[src/design/kwq_pkg.sv]
package kwq_pkg;

    // Defaults for the top-level parameters
    localparam int DEPTH_DEF   = 16;
    localparam int ID_BITS_DEF = 8;

    // Fixed field widths
    localparam int OP_W     = 3;
    localparam int ST_W     = 3;
    localparam int STATUS_W = 2;
    localparam int OUT_ID_W = 8;

    // Operation codes
    localparam logic [OP_W-1:0] OP_APPEND = 3'd0;
    localparam logic [OP_W-1:0] OP_TAKE   = 3'd1;
    localparam logic [OP_W-1:0] OP_REMOVE = 3'd2;
    localparam logic [OP_W-1:0] OP_UPDATE = 3'd3;
    localparam logic [OP_W-1:0] OP_LOOKUP = 3'd4;

    // Status codes
    localparam logic [STATUS_W-1:0] STATUS_OK       = 2'd0;
    localparam logic [STATUS_W-1:0] STATUS_EMPTY    = 2'd1;
    localparam logic [STATUS_W-1:0] STATUS_NOTFOUND = 2'd2;
    localparam logic [STATUS_W-1:0] STATUS_FULL     = 2'd3;

    // Register file
    localparam int                  APB_DATA_W     = 32;
    localparam int                  APB_ADDR_W     = 3;
    localparam logic [APB_ADDR_W-1:0] ADDR_WAIT_CODE = 3'd0;
    localparam logic [ST_W-1:0]     WAIT_CODE_RST  = 3'd1;

    // Command broadcast to every cell
    typedef enum logic [2:0] {
        CK_NONE,
        CK_APPEND,
        CK_DEL_ID,
        CK_DEL_WAIT,
        CK_UPDATE
    } t_cell_kind;

    typedef struct packed {
        t_cell_kind      kind;
        logic [ST_W-1:0] set_state;
        logic [ST_W-1:0] wait_code;
    } t_cell_cmd;

endpackage

[src/design/kwq_in_if.sv]
interface kwq_in_if #(
    parameter int ID_W = kwq_pkg::ID_BITS_DEF
) ();
    logic                      valid;
    logic                      ready;
    logic [kwq_pkg::OP_W-1:0]  op;
    logic [ID_W-1:0]           thread_id;
    logic [kwq_pkg::ST_W-1:0]  set_state;

    modport source (output valid, op, thread_id, set_state, input ready);
    modport sink   (input valid, op, thread_id, set_state, output ready);
endinterface

[src/design/kwq_out_if.sv]
interface kwq_out_if #(
    parameter int CNT_W = $clog2(kwq_pkg::DEPTH_DEF + 1)
) ();
    logic                          valid;
    logic                          ready;
    logic [kwq_pkg::STATUS_W-1:0]  status;
    logic [kwq_pkg::OUT_ID_W-1:0]  result_thread;
    logic [kwq_pkg::ST_W-1:0]      result_state;
    logic                          found;
    logic                          queue_empty;
    logic [CNT_W-1:0]              entry_count;
    logic [kwq_pkg::OUT_ID_W-1:0]  front_thread;
    logic [kwq_pkg::OUT_ID_W-1:0]  first_waiting;
    logic                          first_waiting_valid;

    modport source (output valid, status, result_thread, result_state, found, queue_empty,
                    entry_count, front_thread, first_waiting, first_waiting_valid,
                    input ready);
    modport sink   (input valid, status, result_thread, result_state, found, queue_empty,
                    entry_count, front_thread, first_waiting, first_waiting_valid,
                    output ready);
endinterface

[src/design/keyed_wait_queue.sv]
// Ordered wait queue of up to DEPTH thread entries (id plus 3-bit wait state), oldest
// first, held in a row of cells. Each input transfer carries one operation: append,
// take the oldest entry whose state equals the waiting code, remove by id, update the
// state by id, or look up by id; by-id operations act on the oldest matching entry and
// removal closes the gap, keeping order. Every operation yields exactly one result
// transfer with a status (ok, empty, not found, full) and a summary of the queue after
// the operation: count, empty flag, front id and oldest waiting id. Flow: an item
// passes through the execute step (cells compare, the oldest-match chain runs
// through the row and the cells shift or write) and then the summary step
// (the waiting chain runs again over the new contents and fills the output register),
// which waits for a free output register; the match chain along the cell row is
// used twice per item. A new item is taken in the cycle its predecessor's result
// is registered; the output register then waits on its own for the sink. The waiting
// code sits at byte address 0 of the APB port and may only be changed while idle.
// No clearing pass is needed after reset: cells beyond the count are never read.
module keyed_wait_queue #(
    parameter int DEPTH   = kwq_pkg::DEPTH_DEF,
    parameter int ID_BITS = kwq_pkg::ID_BITS_DEF
) (
    input  logic                              i_clk,
    input  logic                              i_rst_n,
    kwq_in_if.sink                            i_in,
    kwq_out_if.source                         o_out,
    input  logic                              psel,
    input  logic                              penable,
    input  logic                              pwrite,
    input  logic [kwq_pkg::APB_ADDR_W-1:0]    paddr,
    input  logic [kwq_pkg::APB_DATA_W-1:0]    pwdata,
    output logic [kwq_pkg::APB_DATA_W-1:0]    prdata,
    output logic                              pready
);
    import kwq_pkg::*;

    localparam int CNT_W = $clog2(DEPTH + 1);
    localparam int EXT_W = ID_BITS + OUT_ID_W;

    localparam logic [1:0] ST_IDLE = 2'd0;
    localparam logic [1:0] ST_EXEC = 2'd1;
    localparam logic [1:0] ST_SUM  = 2'd2;

    // control
    logic [1:0]       r_fsm, n_fsm;
    logic [CNT_W-1:0] r_count, n_count;
    logic             r_out_valid, n_out_valid;
    logic [ST_W-1:0]  r_wait_code;

    // latched operation
    logic [OP_W-1:0]    r_op;
    logic [ID_BITS-1:0] r_id;
    logic [ST_W-1:0]    r_set_state;

    // execute-step results, held for the summary step
    logic [STATUS_W-1:0] r_res_status, n_res_status;
    logic [ID_BITS-1:0]  r_res_thread, n_res_thread;
    logic [ST_W-1:0]     r_res_state, n_res_state;
    logic                r_res_found, n_res_found;

    // output register
    logic [STATUS_W-1:0] r_o_status;
    logic [OUT_ID_W-1:0] r_o_rthread;
    logic [ST_W-1:0]     r_o_rstate;
    logic                r_o_found;
    logic                r_o_empty;
    logic [CNT_W-1:0]    r_o_count;
    logic [OUT_ID_W-1:0] r_o_front;
    logic [OUT_ID_W-1:0] r_o_fwait;
    logic                r_o_fwait_valid;

    t_cell_cmd cmd;
    logic      in_xfer;
    logic      sum_go;
    logic      cfg_wr;
    logic      cfg_sel;
    logic      q_empty;
    logic      q_full;

    // cell row and its chains; index DEPTH is the far end of the chain
    logic [ID_BITS-1:0] c_thread [DEPTH];
    logic [ST_W-1:0]    c_state  [DEPTH];
    logic [DEPTH:0]     seen_id;
    logic [DEPTH:0]     seen_wait;
    logic [ID_BITS-1:0] w_thr    [DEPTH+1];
    logic [ST_W-1:0]    id_st    [DEPTH+1];

    logic [ID_BITS-1:0] front_id;
    logic [EXT_W-1:0]   ext_front;
    logic [EXT_W-1:0]   ext_fwait;
    logic [EXT_W-1:0]   ext_rthread;

    assign seen_id[0]   = 1'b0;
    assign seen_wait[0] = 1'b0;
    assign w_thr[0]     = '0;
    assign id_st[0]     = '0;

    for (genvar g = 0; g < DEPTH; g++) begin : g_cell
        logic [ID_BITS-1:0] nxt_thread;
        logic [ST_W-1:0]    nxt_state;

        // the last cell has no neighbour; it only shifts beyond the count
        if (g == DEPTH - 1) begin : g_last
            assign nxt_thread = c_thread[g];
            assign nxt_state  = c_state[g];
        end else begin : g_mid
            assign nxt_thread = c_thread[g+1];
            assign nxt_state  = c_state[g+1];
        end

        kwq_cell #(
            .ID_W  (ID_BITS),
            .CNT_W (CNT_W),
            .IDX   (g)
        ) u_cell (
            .i_clk         (i_clk),
            .i_cmd         (cmd),
            .i_count       (r_count),
            .i_id          (r_id),
            .i_next_thread (nxt_thread),
            .i_next_state  (nxt_state),
            .i_seen_id     (seen_id[g]),
            .i_seen_wait   (seen_wait[g]),
            .i_wait_thread (w_thr[g]),
            .i_id_state    (id_st[g]),
            .o_thread      (c_thread[g]),
            .o_state       (c_state[g]),
            .o_seen_id     (seen_id[g+1]),
            .o_seen_wait   (seen_wait[g+1]),
            .o_wait_thread (w_thr[g+1]),
            .o_id_state    (id_st[g+1])
        );
    end

    assign q_empty = r_count == '0;
    assign q_full  = r_count == CNT_W'(DEPTH);

    // summary step completes once the output register is free; nothing taken in reset
    assign sum_go  = (r_fsm == ST_SUM) && (!r_out_valid || o_out.ready);
    assign i_in.ready = i_rst_n && ((r_fsm == ST_IDLE) || sum_go);
    assign in_xfer = i_in.valid && i_in.ready;

    // execute step: decode, drive the row, settle status and new count
    always_comb begin
        cmd.kind      = CK_NONE;
        cmd.set_state = r_set_state;
        cmd.wait_code = r_wait_code;
        n_count       = r_count;
        n_res_status  = STATUS_OK;
        n_res_thread  = '0;
        n_res_state   = '0;
        n_res_found   = 1'b0;
        if (r_fsm == ST_EXEC) begin
            unique case (r_op)
                OP_APPEND: begin
                    if (q_full) begin
                        n_res_status = STATUS_FULL;
                    end else begin
                        cmd.kind = CK_APPEND;
                        n_count  = r_count + CNT_W'(1);
                    end
                end
                OP_TAKE: begin
                    if (q_empty) begin
                        n_res_status = STATUS_EMPTY;
                    end else if (seen_wait[DEPTH]) begin
                        cmd.kind     = CK_DEL_WAIT;
                        n_count      = r_count - CNT_W'(1);
                        n_res_thread = w_thr[DEPTH];
                    end else begin
                        n_res_status = STATUS_NOTFOUND;
                    end
                end
                OP_REMOVE: begin
                    if (q_empty) begin
                        n_res_status = STATUS_EMPTY;
                    end else if (seen_id[DEPTH]) begin
                        cmd.kind = CK_DEL_ID;
                        n_count  = r_count - CNT_W'(1);
                    end else begin
                        n_res_status = STATUS_NOTFOUND;
                    end
                end
                OP_UPDATE: begin
                    if (q_empty) begin
                        n_res_status = STATUS_EMPTY;
                    end else if (seen_id[DEPTH]) begin
                        cmd.kind = CK_UPDATE;
                    end else begin
                        n_res_status = STATUS_NOTFOUND;
                    end
                end
                OP_LOOKUP: begin
                    if (q_empty) begin
                        n_res_status = STATUS_EMPTY;
                    end else if (seen_id[DEPTH]) begin
                        n_res_found = 1'b1;
                        n_res_state = id_st[DEPTH];
                    end else begin
                        n_res_status = STATUS_NOTFOUND;
                    end
                end
                default: ;
            endcase
        end
    end

    // sequencer
    always_comb begin
        n_fsm       = r_fsm;
        n_out_valid = r_out_valid;
        if (r_out_valid && o_out.ready) begin
            n_out_valid = 1'b0;
        end
        unique case (r_fsm)
            ST_IDLE: begin
                if (in_xfer) begin
                    n_fsm = ST_EXEC;
                end
            end
            ST_EXEC: begin
                n_fsm = ST_SUM;
            end
            ST_SUM: begin
                if (sum_go) begin
                    n_out_valid = 1'b1;
                    n_fsm       = in_xfer ? ST_EXEC : ST_IDLE;
                end
            end
            default: begin
                n_fsm = ST_IDLE;
            end
        endcase
    end

    always_ff @(posedge i_clk) begin
        if (!i_rst_n) begin
            r_fsm       <= ST_IDLE;
            r_count     <= '0;
            r_out_valid <= 1'b0;
        end else begin
            r_fsm       <= n_fsm;
            r_count     <= n_count;
            r_out_valid <= n_out_valid;
        end
    end

    always_ff @(posedge i_clk) begin
        if (in_xfer) begin
            r_op        <= i_in.op;
            r_id        <= i_in.thread_id;
            r_set_state <= i_in.set_state;
        end
        if (r_fsm == ST_EXEC) begin
            r_res_status <= n_res_status;
            r_res_thread <= n_res_thread;
            r_res_state  <= n_res_state;
            r_res_found  <= n_res_found;
        end
    end

    // summary over the updated row
    assign front_id    = q_empty ? '0 : c_thread[0];
    assign ext_front   = EXT_W'(front_id);
    assign ext_fwait   = EXT_W'(w_thr[DEPTH]);
    assign ext_rthread = EXT_W'(r_res_thread);

    always_ff @(posedge i_clk) begin
        if (sum_go) begin
            r_o_status      <= r_res_status;
            r_o_rthread     <= ext_rthread[OUT_ID_W-1:0];
            r_o_rstate      <= r_res_state;
            r_o_found       <= r_res_found;
            r_o_empty       <= q_empty;
            r_o_count       <= r_count;
            r_o_front       <= ext_front[OUT_ID_W-1:0];
            r_o_fwait       <= ext_fwait[OUT_ID_W-1:0];
            r_o_fwait_valid <= seen_wait[DEPTH];
        end
    end

    assign o_out.valid               = r_out_valid;
    assign o_out.status              = r_o_status;
    assign o_out.result_thread       = r_o_rthread;
    assign o_out.result_state        = r_o_rstate;
    assign o_out.found               = r_o_found;
    assign o_out.queue_empty         = r_o_empty;
    assign o_out.entry_count         = r_o_count;
    assign o_out.front_thread        = r_o_front;
    assign o_out.first_waiting       = r_o_fwait;
    assign o_out.first_waiting_valid = r_o_fwait_valid;

    // register port; decoded on the word address, byte lanes ignored
    assign pready  = 1'b1;
    assign cfg_wr  = psel && penable && pwrite && pready;
    assign cfg_sel = paddr[APB_ADDR_W-1:2] == ADDR_WAIT_CODE[APB_ADDR_W-1:2];

    always_ff @(posedge i_clk) begin
        if (!i_rst_n) begin
            r_wait_code <= WAIT_CODE_RST;
        end else if (cfg_wr && cfg_sel) begin
            r_wait_code <= pwdata[ST_W-1:0];
        end
    end

    assign prdata = cfg_sel ? APB_DATA_W'(r_wait_code) : '0;

`ifndef SYNTHESIS
    a_count_bound: assert property (@(posedge i_clk) disable iff (!i_rst_n)
        r_count <= CNT_W'(DEPTH))
        else $error("entry count beyond depth");

    a_count_step: assert property (@(posedge i_clk) disable iff (!i_rst_n)
        (r_count == $past(r_count)) || (r_count == $past(r_count) + CNT_W'(1))
        || (r_count == $past(r_count) - CNT_W'(1)))
        else $error("entry count moved by more than one");

    a_accept_exec: assert property (@(posedge i_clk) disable iff (!i_rst_n)
        in_xfer |=> (r_fsm == ST_EXEC))
        else $error("accepted item did not enter execute step");

    a_result_src: assert property (@(posedge i_clk) disable iff (!i_rst_n)
        $rose(r_out_valid) |-> ($past(r_fsm) == ST_SUM))
        else $error("result raised outside summary step");

    a_empty_flag: assert property (@(posedge i_clk) disable iff (!i_rst_n)
        r_out_valid |-> (r_o_empty == (r_o_count == '0)))
        else $error("empty flag disagrees with count");
`endif

endmodule

[src/design/kwq_cell.sv]
module kwq_cell #(
    parameter int ID_W  = kwq_pkg::ID_BITS_DEF,
    parameter int CNT_W = $clog2(kwq_pkg::DEPTH_DEF + 1),
    parameter int IDX   = 0
) (
    input  logic                     i_clk,
    input  kwq_pkg::t_cell_cmd       i_cmd,
    input  logic [CNT_W-1:0]         i_count,
    input  logic [ID_W-1:0]          i_id,
    input  logic [ID_W-1:0]          i_next_thread,
    input  logic [kwq_pkg::ST_W-1:0] i_next_state,
    input  logic                     i_seen_id,
    input  logic                     i_seen_wait,
    input  logic [ID_W-1:0]          i_wait_thread,
    input  logic [kwq_pkg::ST_W-1:0] i_id_state,
    output logic [ID_W-1:0]          o_thread,
    output logic [kwq_pkg::ST_W-1:0] o_state,
    output logic                     o_seen_id,
    output logic                     o_seen_wait,
    output logic [ID_W-1:0]          o_wait_thread,
    output logic [kwq_pkg::ST_W-1:0] o_id_state
);
    import kwq_pkg::*;

    logic [ID_W-1:0] r_thread;
    logic [ST_W-1:0] r_state;
    logic            occ;
    logic            m_id;
    logic            m_wait;
    logic            hit_id;
    logic            hit_wait;
    logic            tail;

    assign occ      = i_count > CNT_W'(IDX);
    assign tail     = i_count == CNT_W'(IDX);
    assign m_id     = occ && (r_thread == i_id);
    assign m_wait   = occ && (r_state == i_cmd.wait_code);
    assign hit_id   = m_id && !i_seen_id;
    assign hit_wait = m_wait && !i_seen_wait;

    // oldest-match chains
    assign o_seen_id     = i_seen_id | m_id;
    assign o_seen_wait   = i_seen_wait | m_wait;
    assign o_wait_thread = hit_wait ? r_thread : i_wait_thread;
    assign o_id_state    = hit_id ? r_state : i_id_state;

    assign o_thread = r_thread;
    assign o_state  = r_state;

    always_ff @(posedge i_clk) begin
        case (i_cmd.kind)
            CK_APPEND: begin
                if (tail) begin
                    r_thread <= i_id;
                    r_state  <= i_cmd.set_state;
                end
            end
            // at and behind the removed entry, pull from the neighbour
            CK_DEL_ID: begin
                if (o_seen_id) begin
                    r_thread <= i_next_thread;
                    r_state  <= i_next_state;
                end
            end
            CK_DEL_WAIT: begin
                if (o_seen_wait) begin
                    r_thread <= i_next_thread;
                    r_state  <= i_next_state;
                end
            end
            CK_UPDATE: begin
                if (hit_id) begin
                    r_state <= i_cmd.set_state;
                end
            end
            default: ;
        endcase
    end

endmodule
[src/flat_wrapper.sv]
// flat-port wrapper written by rule: the top's interface ports become plain ports
module keyed_wait_queue_flat import kwq_pkg::*;
#(
    parameter int DEPTH   = kwq_pkg::DEPTH_DEF,
    parameter int ID_BITS = kwq_pkg::ID_BITS_DEF
)
  (i_clk, i_rst_n, psel, penable, pwrite, paddr, pwdata, prdata, pready, i_in_valid, i_in_op, i_in_thread_id, i_in_set_state, i_in_ready, o_out_valid, o_out_status, o_out_result_thread, o_out_result_state, o_out_found, o_out_queue_empty, o_out_entry_count, o_out_front_thread, o_out_first_waiting, o_out_first_waiting_valid, o_out_ready);
  kwq_in_if i_in_i ();
  kwq_out_if o_out_i ();
  input  logic i_clk;
  input  logic i_rst_n;
  input  logic psel;
  input  logic penable;
  input  logic pwrite;
  input  logic [kwq_pkg::APB_ADDR_W-1:0] paddr;
  input  logic [kwq_pkg::APB_DATA_W-1:0] pwdata;
  output logic [kwq_pkg::APB_DATA_W-1:0] prdata;
  output logic pready;
  input wire logic [$bits(i_in_i.valid)-1:0] i_in_valid;
  input wire logic [$bits(i_in_i.op)-1:0] i_in_op;
  input wire logic [$bits(i_in_i.thread_id)-1:0] i_in_thread_id;
  input wire logic [$bits(i_in_i.set_state)-1:0] i_in_set_state;
  output wire logic [$bits(i_in_i.ready)-1:0] i_in_ready;
  output wire logic [$bits(o_out_i.valid)-1:0] o_out_valid;
  output wire logic [$bits(o_out_i.status)-1:0] o_out_status;
  output wire logic [$bits(o_out_i.result_thread)-1:0] o_out_result_thread;
  output wire logic [$bits(o_out_i.result_state)-1:0] o_out_result_state;
  output wire logic [$bits(o_out_i.found)-1:0] o_out_found;
  output wire logic [$bits(o_out_i.queue_empty)-1:0] o_out_queue_empty;
  output wire logic [$bits(o_out_i.entry_count)-1:0] o_out_entry_count;
  output wire logic [$bits(o_out_i.front_thread)-1:0] o_out_front_thread;
  output wire logic [$bits(o_out_i.first_waiting)-1:0] o_out_first_waiting;
  output wire logic [$bits(o_out_i.first_waiting_valid)-1:0] o_out_first_waiting_valid;
  input wire logic [$bits(o_out_i.ready)-1:0] o_out_ready;
  assign i_in_i.valid = i_in_valid;
  assign i_in_i.op = i_in_op;
  assign i_in_i.thread_id = i_in_thread_id;
  assign i_in_i.set_state = i_in_set_state;
  assign i_in_ready = i_in_i.ready;
  assign o_out_valid = o_out_i.valid;
  assign o_out_status = o_out_i.status;
  assign o_out_result_thread = o_out_i.result_thread;
  assign o_out_result_state = o_out_i.result_state;
  assign o_out_found = o_out_i.found;
  assign o_out_queue_empty = o_out_i.queue_empty;
  assign o_out_entry_count = o_out_i.entry_count;
  assign o_out_front_thread = o_out_i.front_thread;
  assign o_out_first_waiting = o_out_i.first_waiting;
  assign o_out_first_waiting_valid = o_out_i.first_waiting_valid;
  assign o_out_i.ready = o_out_ready;
  keyed_wait_queue #(.DEPTH(DEPTH), .ID_BITS(ID_BITS)) u_core (.i_clk(i_clk), .i_rst_n(i_rst_n), .i_in(i_in_i), .o_out(o_out_i), .psel(psel), .penable(penable), .pwrite(pwrite), .paddr(paddr), .pwdata(pwdata), .prdata(prdata), .pready(pready));
endmodule
[config.mk]
export PLATFORM = sky130hd
export DESIGN_NAME = keyed_wait_queue_flat
export DESIGN_NICKNAME = d
export VERILOG_FILES = /design/src/design/kwq_pkg.sv /design/src/design/kwq_in_if.sv /design/src/design/kwq_out_if.sv /design/src/design/keyed_wait_queue.sv /design/src/design/kwq_cell.sv /design/src/flat_wrapper.sv
export SDC_FILE = /design/constraint.sdc
export NUM_CORES = 1
export LEC_CHECK = 0
export BUFFER_PORTS_ARGS = -buffer_cell sky130_fd_sc_hd__buf_2
export CAP_MARGIN = 20
export CORE_MARGIN = 3
export CORE_UTILIZATION = 35
export DETAILED_ROUTE_END_ITERATION = 10
export HOLD_SLACK_MARGIN = 0.06
export PLACE_DENSITY = 0.6
export SETUP_SLACK_MARGIN = 0.15
export SYNTH_ARGS = -nofsm -noshare
export SYNTH_HDL_FRONTEND = slang
export SYNTH_SLANG_ARGS = --single-unit
[constraint.sdc]
create_clock -name i_clk -period 5.8 [get_ports i_clk]
set_input_delay 0 -clock i_clk [delete_from_list [all_inputs] [get_ports i_clk]]
set_output_delay 0 -clock i_clk [all_outputs]
set_load 0.01 [all_outputs]
* Yosys cells after proc, flatten, opt, wreduce, memory -nomap -nowiden
Cells that the tools add are included.
** Word-level totals
- Bits in latches :: 0
- Bits in writable memories :: 0
- Bits in read-only memories :: 0
- Word-level logic and storage cells :: 579
- Input bits :: 56
- Output and inout bits :: 72
- Memories kept :: 0
- Bits in registers :: 252
** Operators by class
- $lt $le $gt $ge :: 16
- Eq/ne operators :: 127
- Multiply operators :: 0
- Bitwise logic cells :: 35
- Mux-type cells :: 200
- $add $sub $neg :: 2
- Div/mod/pow operators :: 0
- Reduce and logical (&&, ||, !) cells :: 147
- Shifts and indexed selects :: 0
** Operator list (number)
- $mux 8 :: 61
- $pmux 8 s3 :: 15
- $mux 3 :: 84
- $pmux 3 s4 :: 16
- $ne 2x2->1 const B :: 66
- $eq 8x8->1 :: 16
- $reduce_and 5->1 :: 15
- $logic_and 1x1->1 :: 69
- $reduce_and 4->1 :: 15
- $eq 3x3->1 :: 16
- $eq 5x4->1 const B :: 8
- $gt 5x4->1 const B :: 8
- $logic_not 1->1 :: 31
- $or 1x1->1 :: 30
- $mux 5 :: 5
- $eq 5x3->1 const B :: 4
- $gt 5x3->1 const B :: 4
- $mux 2 :: 9
- $pmux 5 s3 :: 1
- $eq 3x2->1 const B :: 4
- $pmux 2 s3 :: 2
- $eq 5x2->1 const B :: 2
- $gt 5x1->1 const B :: 2
- $gt 5x2->1 const B :: 2
- other kinds (24) :: 42

* Depth between registers and ports, before layout
- Depth in word-level cells :: 24
- Depth in mapped cells :: 19
- Depth with buffers taken out :: 12

* Hierarchy
Synthesis repeated with hierarchy kept, for this count alone.
** Unflattened totals
- Cells, all modules :: 1367
- Area, all modules :: 17116.4 um^2
** By module, submodules not included
- keyed_wait_queue :: times used 1, area an instance 3144.3 um^2, seq. area each 2172.1 um^2, cells an instance 218
- kwq_cell at u_core.g_cell[13].u_cell :: times used 1, area an instance 920.9 um^2, seq. area each 330.3 um^2, cells an instance 68
- kwq_cell at u_core.g_cell[14].u_cell :: times used 1, area an instance 912.1 um^2, seq. area each 330.3 um^2, cells an instance 74
- kwq_cell at u_core.g_cell[1].u_cell :: times used 1, area an instance 899.6 um^2, seq. area each 330.3 um^2, cells an instance 66
- kwq_cell at u_core.g_cell[4].u_cell :: times used 1, area an instance 880.8 um^2, seq. area each 330.3 um^2, cells an instance 73
- kwq_cell at u_core.g_cell[5].u_cell :: times used 1, area an instance 880.8 um^2, seq. area each 330.3 um^2, cells an instance 92
- kwq_cell at u_core.g_cell[3].u_cell :: times used 1, area an instance 879.6 um^2, seq. area each 330.3 um^2, cells an instance 94
- kwq_cell at u_core.g_cell[2].u_cell :: times used 1, area an instance 878.3 um^2, seq. area each 330.3 um^2, cells an instance 71
- kwq_cell at u_core.g_cell[6].u_cell :: times used 1, area an instance 875.8 um^2, seq. area each 330.3 um^2, cells an instance 67
- kwq_cell at u_core.g_cell[12].u_cell :: times used 1, area an instance 874.6 um^2, seq. area each 330.3 um^2, cells an instance 71
- kwq_cell at u_core.g_cell[15].u_cell :: times used 1, area an instance 870.8 um^2, seq. area each 330.3 um^2, cells an instance 71
- kwq_cell at u_core.g_cell[9].u_cell :: times used 1, area an instance 864.6 um^2, seq. area each 330.3 um^2, cells an instance 70
- kwq_cell at u_core.g_cell[8].u_cell :: times used 1, area an instance 860.8 um^2, seq. area each 330.3 um^2, cells an instance 66
- kwq_cell at u_core.g_cell[0].u_cell :: times used 1, area an instance 858.3 um^2, seq. area each 330.3 um^2, cells an instance 67
- 3 more rows

* Worst setup path before layout
Ideal clock, no wire load.
- Path type :: flip-flop to flip-flop
- From :: register u_core.r_count[1]
- To :: register u_core.g_cell[10].u_cell.r_thread[0] (enable)
- Cell stages (with the launch flop) :: 14
- Setup time :: 383 ps
- Required time :: 5417 ps
- Path buffers :: 3
- Path slack :: 1809 ps
- Period minus slack after synthesis :: 3991 ps
- Data arrival time :: 3608 ps
- Cells stage by stage :: dfxtp_1 -> buf_2 -> inv_1 -> ha_1 -> or4b_1 -> buf_2 -> and4_4 -> or4_4 -> nor2_4 -> and4_4 -> nor2_4 -> buf_2 -> a41o_1 -> nor3_1
** On the way
- Cells in the longest elaborated chain, start to end :: 24
- Elaborated cells on any way between the ends :: 98
- Those cells by class :: 16 x order compare; 8 x eq/ne; 9 x mux; 30 x bitwise; 35 x reduce/logical
** Ends and longest elaborated chain
- start, declared :: RTL line keyed_wait_queue.sv:43 : logic [CNT_W-1:0] r_count, n_count;
- start signal, assigned :: RTL line keyed_wait_queue.sv:240 : r_count <= n_count;
- $gt 5x1->1 :: RTL line kwq_cell.sv:34 : assign occ = i_count > CNT_W'(IDX);
- $logic_and 1x1->1, on equally long branches :: RTL line kwq_cell.sv:37, kwq_cell.sv:36
- $or 1x1->1, on equally long branches (15 in a row) :: RTL line kwq_cell.sv:43, kwq_cell.sv:42
- $mux 2, or another cell as far along :: RTL line keyed_wait_queue.sv:163 : end else if (seen_wait[DEPTH]) begin
- $mux 3, on equally long branches :: RTL line keyed_wait_queue.sv:161, keyed_wait_queue.sv:172, keyed_wait_queue.sv:182
- $pmux 3 s4 :: RTL line keyed_wait_queue.sv:151 : unique case (r_op)
- $mux 3 :: RTL line keyed_wait_queue.sv:150 : if (r_fsm == ST_EXEC) begin
- $eq 3x1->1 or $eq 3x2->1 (tied branches) :: RTL line kwq_cell.sv:51 : case (i_cmd.kind)
- $ne 2x2->1 (no line) or $reduce_bool 3->1 (tied branches)
- $reduce_and 4->1 (no line) *
- end signal, assigned :: RTL line kwq_cell.sv:54 : r_thread <= i_id;
- end signal, assigned :: RTL line kwq_cell.sv:61 : r_thread <= i_next_thread;
- end signal, assigned :: RTL line kwq_cell.sv:67 : r_thread <= i_next_thread;
- end, declared :: RTL line kwq_cell.sv:25 : logic [ID_W-1:0] r_thread;
Every way passes the cells marked *; elsewhere a longest branch is shown, timed or not.
A chain may end at the register's enable or synchronous reset.

* Worst setup path after layout
- From :: register u_core.r_count[0]
- To :: register u_core.g_cell[7].u_cell.r_thread[2] (enable)
** On the way
- Cells in the longest elaborated chain, start to end :: 24
- Elaborated cells on any way between the ends :: 98
- Those cells by class :: 16 x order compare; 8 x eq/ne; 9 x mux; 30 x bitwise; 35 x reduce/logical
** Ends and longest elaborated chain (RTL line)
- $gt 5x1->1 :: kwq_cell.sv:34
- $logic_and 1x1->1, on equally long branches :: kwq_cell.sv:37, kwq_cell.sv:36
- $or 1x1->1, on equally long branches (15 in a row) :: kwq_cell.sv:43, kwq_cell.sv:42
- $mux 2, or another cell as far along :: keyed_wait_queue.sv:163
- $mux 3, on equally long branches :: keyed_wait_queue.sv:161, keyed_wait_queue.sv:172, keyed_wait_queue.sv:182
- $pmux 3 s4 :: keyed_wait_queue.sv:151
- $mux 3 :: keyed_wait_queue.sv:150
- $eq 3x1->1 or $eq 3x2->1 (tied branches) :: kwq_cell.sv:51
- $ne 2x2->1 (no line) or $reduce_bool 3->1 (tied branches)
- $reduce_and 4->1 (no line) *
- end signal, assigned :: kwq_cell.sv:54
- end signal, assigned :: kwq_cell.sv:61
- end signal, assigned :: kwq_cell.sv:67
- end, declared :: kwq_cell.sv:25
Marks and branches as above.

==> flow_summary.toml <==
[clock_network]
cts_sinks = 252
clockRootBuffer = "clkbuf_16"
cts_buffer_depth = 3
cts.clk_slew.worst_paths_ps = 60
cts-htree-levels = 1
cts_tree = "yes"
worst_skew_pair.late_latency_ps = 560
numCtsBuffers = 29

[global_route]
grt_max_degree = 62
grt_pass1_vias = 11000
grt_pass1_wl_um = 68700
grt-ovfl-total = 0
antenna_found_initial = 2
grt.total_usage_pct = 19.8

[route]
drc = 0
antenna_left = 0
drt_first_pass_iters = 5
via_per_inst = 5.71
avgRoutedWirePerCell_um = 22.7
route.vias.total = 11400
drt_iter0_markers = 1295
wirelength_um = 45200

[sta]
hold_ws_ps = 151
fmax_mhz = 200
slew_viol_final = 0
rsz0062_at_grt = "false"
fin_skew_ps = 17.7
fin_crit_sh_pct = 86.2
period_needed_ps = 5000
worst_pin_slew_ps = 965
timing.setup.tns_ps = 0
finalHoldViolCount = 0
final-setup-viol-count = 0
maxSlewHeadroom_pct = 35.7

[critical_path]
rrSetupSlack_ps = 800
rr_worst_depth = 12
endpoint_kind = "register"
crit_fanout = 20
crit-reg2reg-launch = "u_core.r_count[0]"
crit_arrival_ps = 5320
crit_top_cell = "buf_4"
worstPathCellList = "ha_1, inv_1, a311oi_2, nor3_1, nor4b_1, and3_1, a21oi_4, nor3_4, buf_4, nand2b_1, a21oi_1, buf_4"
cp_slowest_cell = "nor3_4"
worst-path-buf-inv = 3
critPathKind = "register to register"
worstSetupStartpointType = "register"
cpPeakStageDelay_ps = 760
cp_top_family = "simple AND/OR/NAND/NOR gates"
r2r-end = "u_core.g_cell[7].u_cell.o_thread[2]"
cp.required_ps = 6120

[pwr]
vdd_ir_drop_max_mv = 0.222
cellPowerDensity_mw_per_mm2 = 249
power_leakage_nw = 6.81

[logic_synthesis]
synth_edf_count = 241
synthArstFlopShare_pct = 0
yosys-top-cells-area = "edfxtp_1 (48%), a21o_1 (8.4%), xor2_1 (7.2%), xnor2_1 (3.3%), buf_4 (2.3%)"
yosysWarnings = 0
seq_area_frac_synth_pct = 49.7
synth_top_flop_cell = "edfxtp_1"
syn_avg_cell_area_um2 = 11.0
synth_top_area_cell = "edfxtp_1"
synth.distinct_cells = 86
yosys_register_bits = 252
synth_area_mm2 = 0.0150
synthCells = 1366
yosysTopAreaCellShare_pct = 48.3

[final_layout]
antenna_cells = 0
nNetsFinal = 1492
drive_gt1_share_pct = 13.4
area_delta_synth_final_pct = 13.0
postLayoutCoreUtil_pct = 40.2
instances_no_fill = 1992

[hold_path]
hold_class = "input port to register"
hold_depth = 2
worstHoldStart = "i_in_thread_id[5]"
hold_end = "u_core.r_id[5]"

[outcome]
status = "completed"

[run]
cap_violations = 0

[floorplan]
die_h_um = 213
die-area_mm2 = 0.0454
core_mm2 = 0.0421
die_w_um = 213
initial_core_util_pct = 35.6
io-pin-count = 128
num_rows = 75

[placed_design]
place.gp.congestion = 0.930
dp_hpwl_um = 34600
dp_cells = 1911
port_buffers = 66
==> metrics by stage <==
stage,instance area [um^2],power [W],setup WS (ps)
2_1_floorplan,15100,0.00224,1810
3_3_place_gp,15700,0.00229,1010
3_5_place_dp,15700,0.00229,988
4_1_cts,16900,0.00427,977
5_1_grt,16900,0.00437,508
6_report,16900,0.00423,799
==> worst register-to-register path, delay by kind of cell, from the launching register on <==
| kind | cells | cell delay [ps] |
|---|---|---|
| AND/OR/NAND/NOR | 5 | 2400 |
| flip-flops | 1 | 720 |
| AO/OA/AOI/OAI | 3 | 570 |
| adder cells (fa/ha/maj) | 1 | 430 |
| buffers and inverters | 3 | 630 |
==> placed cells by master, fill, tap and decap left out, types with 7 or more instances in the layout <==
| master | synthesis | routed |
|---|---|---|
| edfxtp_1 | 241 | 241 |
| nand2b_1 | 10 | 10 |
| a21oi_1 | 34 | 34 |
| o21ai_0 | 27 | 27 |
| nand4_1 | 26 | 26 |
| a221oi_1 | 15 | 15 |
| clkinv_2 | 0 | 7 |
| a21o_1 | 167 | 167 |
| o22ai_1 | 7 | 7 |
| nand2_1 | 70 | 69 |
| nor4_1 | 23 | 23 |
| and3_1 | 18 | 18 |
| nor3_1 | 27 | 27 |
| nor2b_1 | 13 | 13 |
| xor2_1 | 123 | 123 |
| nand3_1 | 39 | 39 |
| xnor2_1 | 56 | 56 |
| o211ai_1 | 17 | 17 |
| clkbuf_16 | 0 | 29 |
| a22oi_1 | 7 | 7 |
| mux2i_1 | 10 | 10 |
| nor2_1 | 70 | 69 |
| buf_2 | 53 | 66 |
| a31oi_1 | 18 | 18 |
| a211oi_1 | 14 | 14 |
| dlygate4sd3_1 | 0 | 27 |
| dfxtp_1 | 11 | 11 |
| conb_1 | 2 | 30 |
| inv_1 | 25 | 25 |
| buf_4 | 45 | 42 |
| and2_1 | 34 | 34 |
==> cell type report <==
| cell class | count | area, um^2 |
|---|---|---|
| Fill cell | 4003 | 25200 |
| Sequential cell | 252 | 7460 |
| Multi-Input combinational cell | 984 | 6760 |
| Timing Repair Buffer | 136 | 936 |
| Clock buffer | 31 | 733 |
| Tap cell | 539 | 674 |
| Clock inverter | 23 | 282 |
| Inverter | 27 | 101 |
==> per-layer routing <==
layer  up-vias  GRT usage, %  routed length (um)
met1      5631          29.2               20200
met5         -             0                   0
li1       5166             -                   -
met3        54          2.94                3550
met2       527          31.3               20700
met4         0          3.90                 824
==> report_power, final <==
| group | total [W] | leakage, nW | switching, W | internal [W] |
|---|---|---|---|---|
| logic | 0.000219 | 4.02 | 0.000127 | 0.0000925 |
| clock network | 0.00196 | 0.500 | 0.000773 | 0.00119 |
| registers | 0.00205 | 2.29 | 0.0000331 | 0.00201 |
| total | 0.00423 | 6.81 | 0.000933 | 0.00329 |
==> kinds of logic after synthesis <==
group	share of synthesized area, %
AOI/OAI and AO/OA	18.6
and+or+nand+nor	13.7
DFF	49.7
xor gates and xnor gates	10.5
buffers and inverters	6.02
muxes	0.893
adders and majority gates	0.501
other	0.0501
==> what timing repair did <==
item,4_1_cts,5_1_grt
gates resized for setup,0,0
buffers inserted,0,0
endpoints found under the hold margin,25,0
hold buffers,27,0
==> cell usage after synthesis, types with 27 or more instances <==
| cell | n |
|---|---|
| nor2_1 | 70 |
| a21oi_1 | 34 |
| xor2_1 | 123 |
| edfxtp_1 | 241 |
| xnor2_1 | 56 |
| buf_4 | 45 |
| nand2_1 | 70 |
| nand3_1 | 39 |
| and2_1 | 34 |
| a21o_1 | 167 |
| o21ai_0 | 27 |
| buf_2 | 53 |
| nor3_1 | 27 |
==> flip-flops by register name, summed over array words and instances (netlist names), 5 cells and up <==
name,cells
u_core.o_out.first_waiting,8
u_core.r_id,8
u_core.o_out.front_thread,8
u_core.r_count,5
u_core.o_out.entry_count,5
u_core.r_res_thread,8
u_core.g_cell.u_cell.o_thread,128
u_core.o_out.result_thread,8
u_core.g_cell.u_cell.o_state,48
==> how the worst max path moves through the flow <==
stage	slack, ps	start	cells past startpoint	end
after floorplan	1810	u_core.r_count[1]	13	u_core.g_cell[10].u_cell.o_thread[0]
after global placement	1010	u_core.r_count[1]	14	u_core.g_cell[7].u_cell.o_thread[2]
after detailed placement	990	u_core.r_count[1]	14	u_core.g_cell[7].u_cell.o_thread[2]
after CTS	980	u_core.r_count[1]	14	u_core.g_cell[7].u_cell.o_thread[2]
after global routing	510	u_core.r_count[0]	12	u_core.g_cell[7].u_cell.o_thread[7]
final	800	u_core.r_count[0]	12	u_core.g_cell[7].u_cell.o_thread[2]
Note: power is estimated with default switching activity, not from simulation.
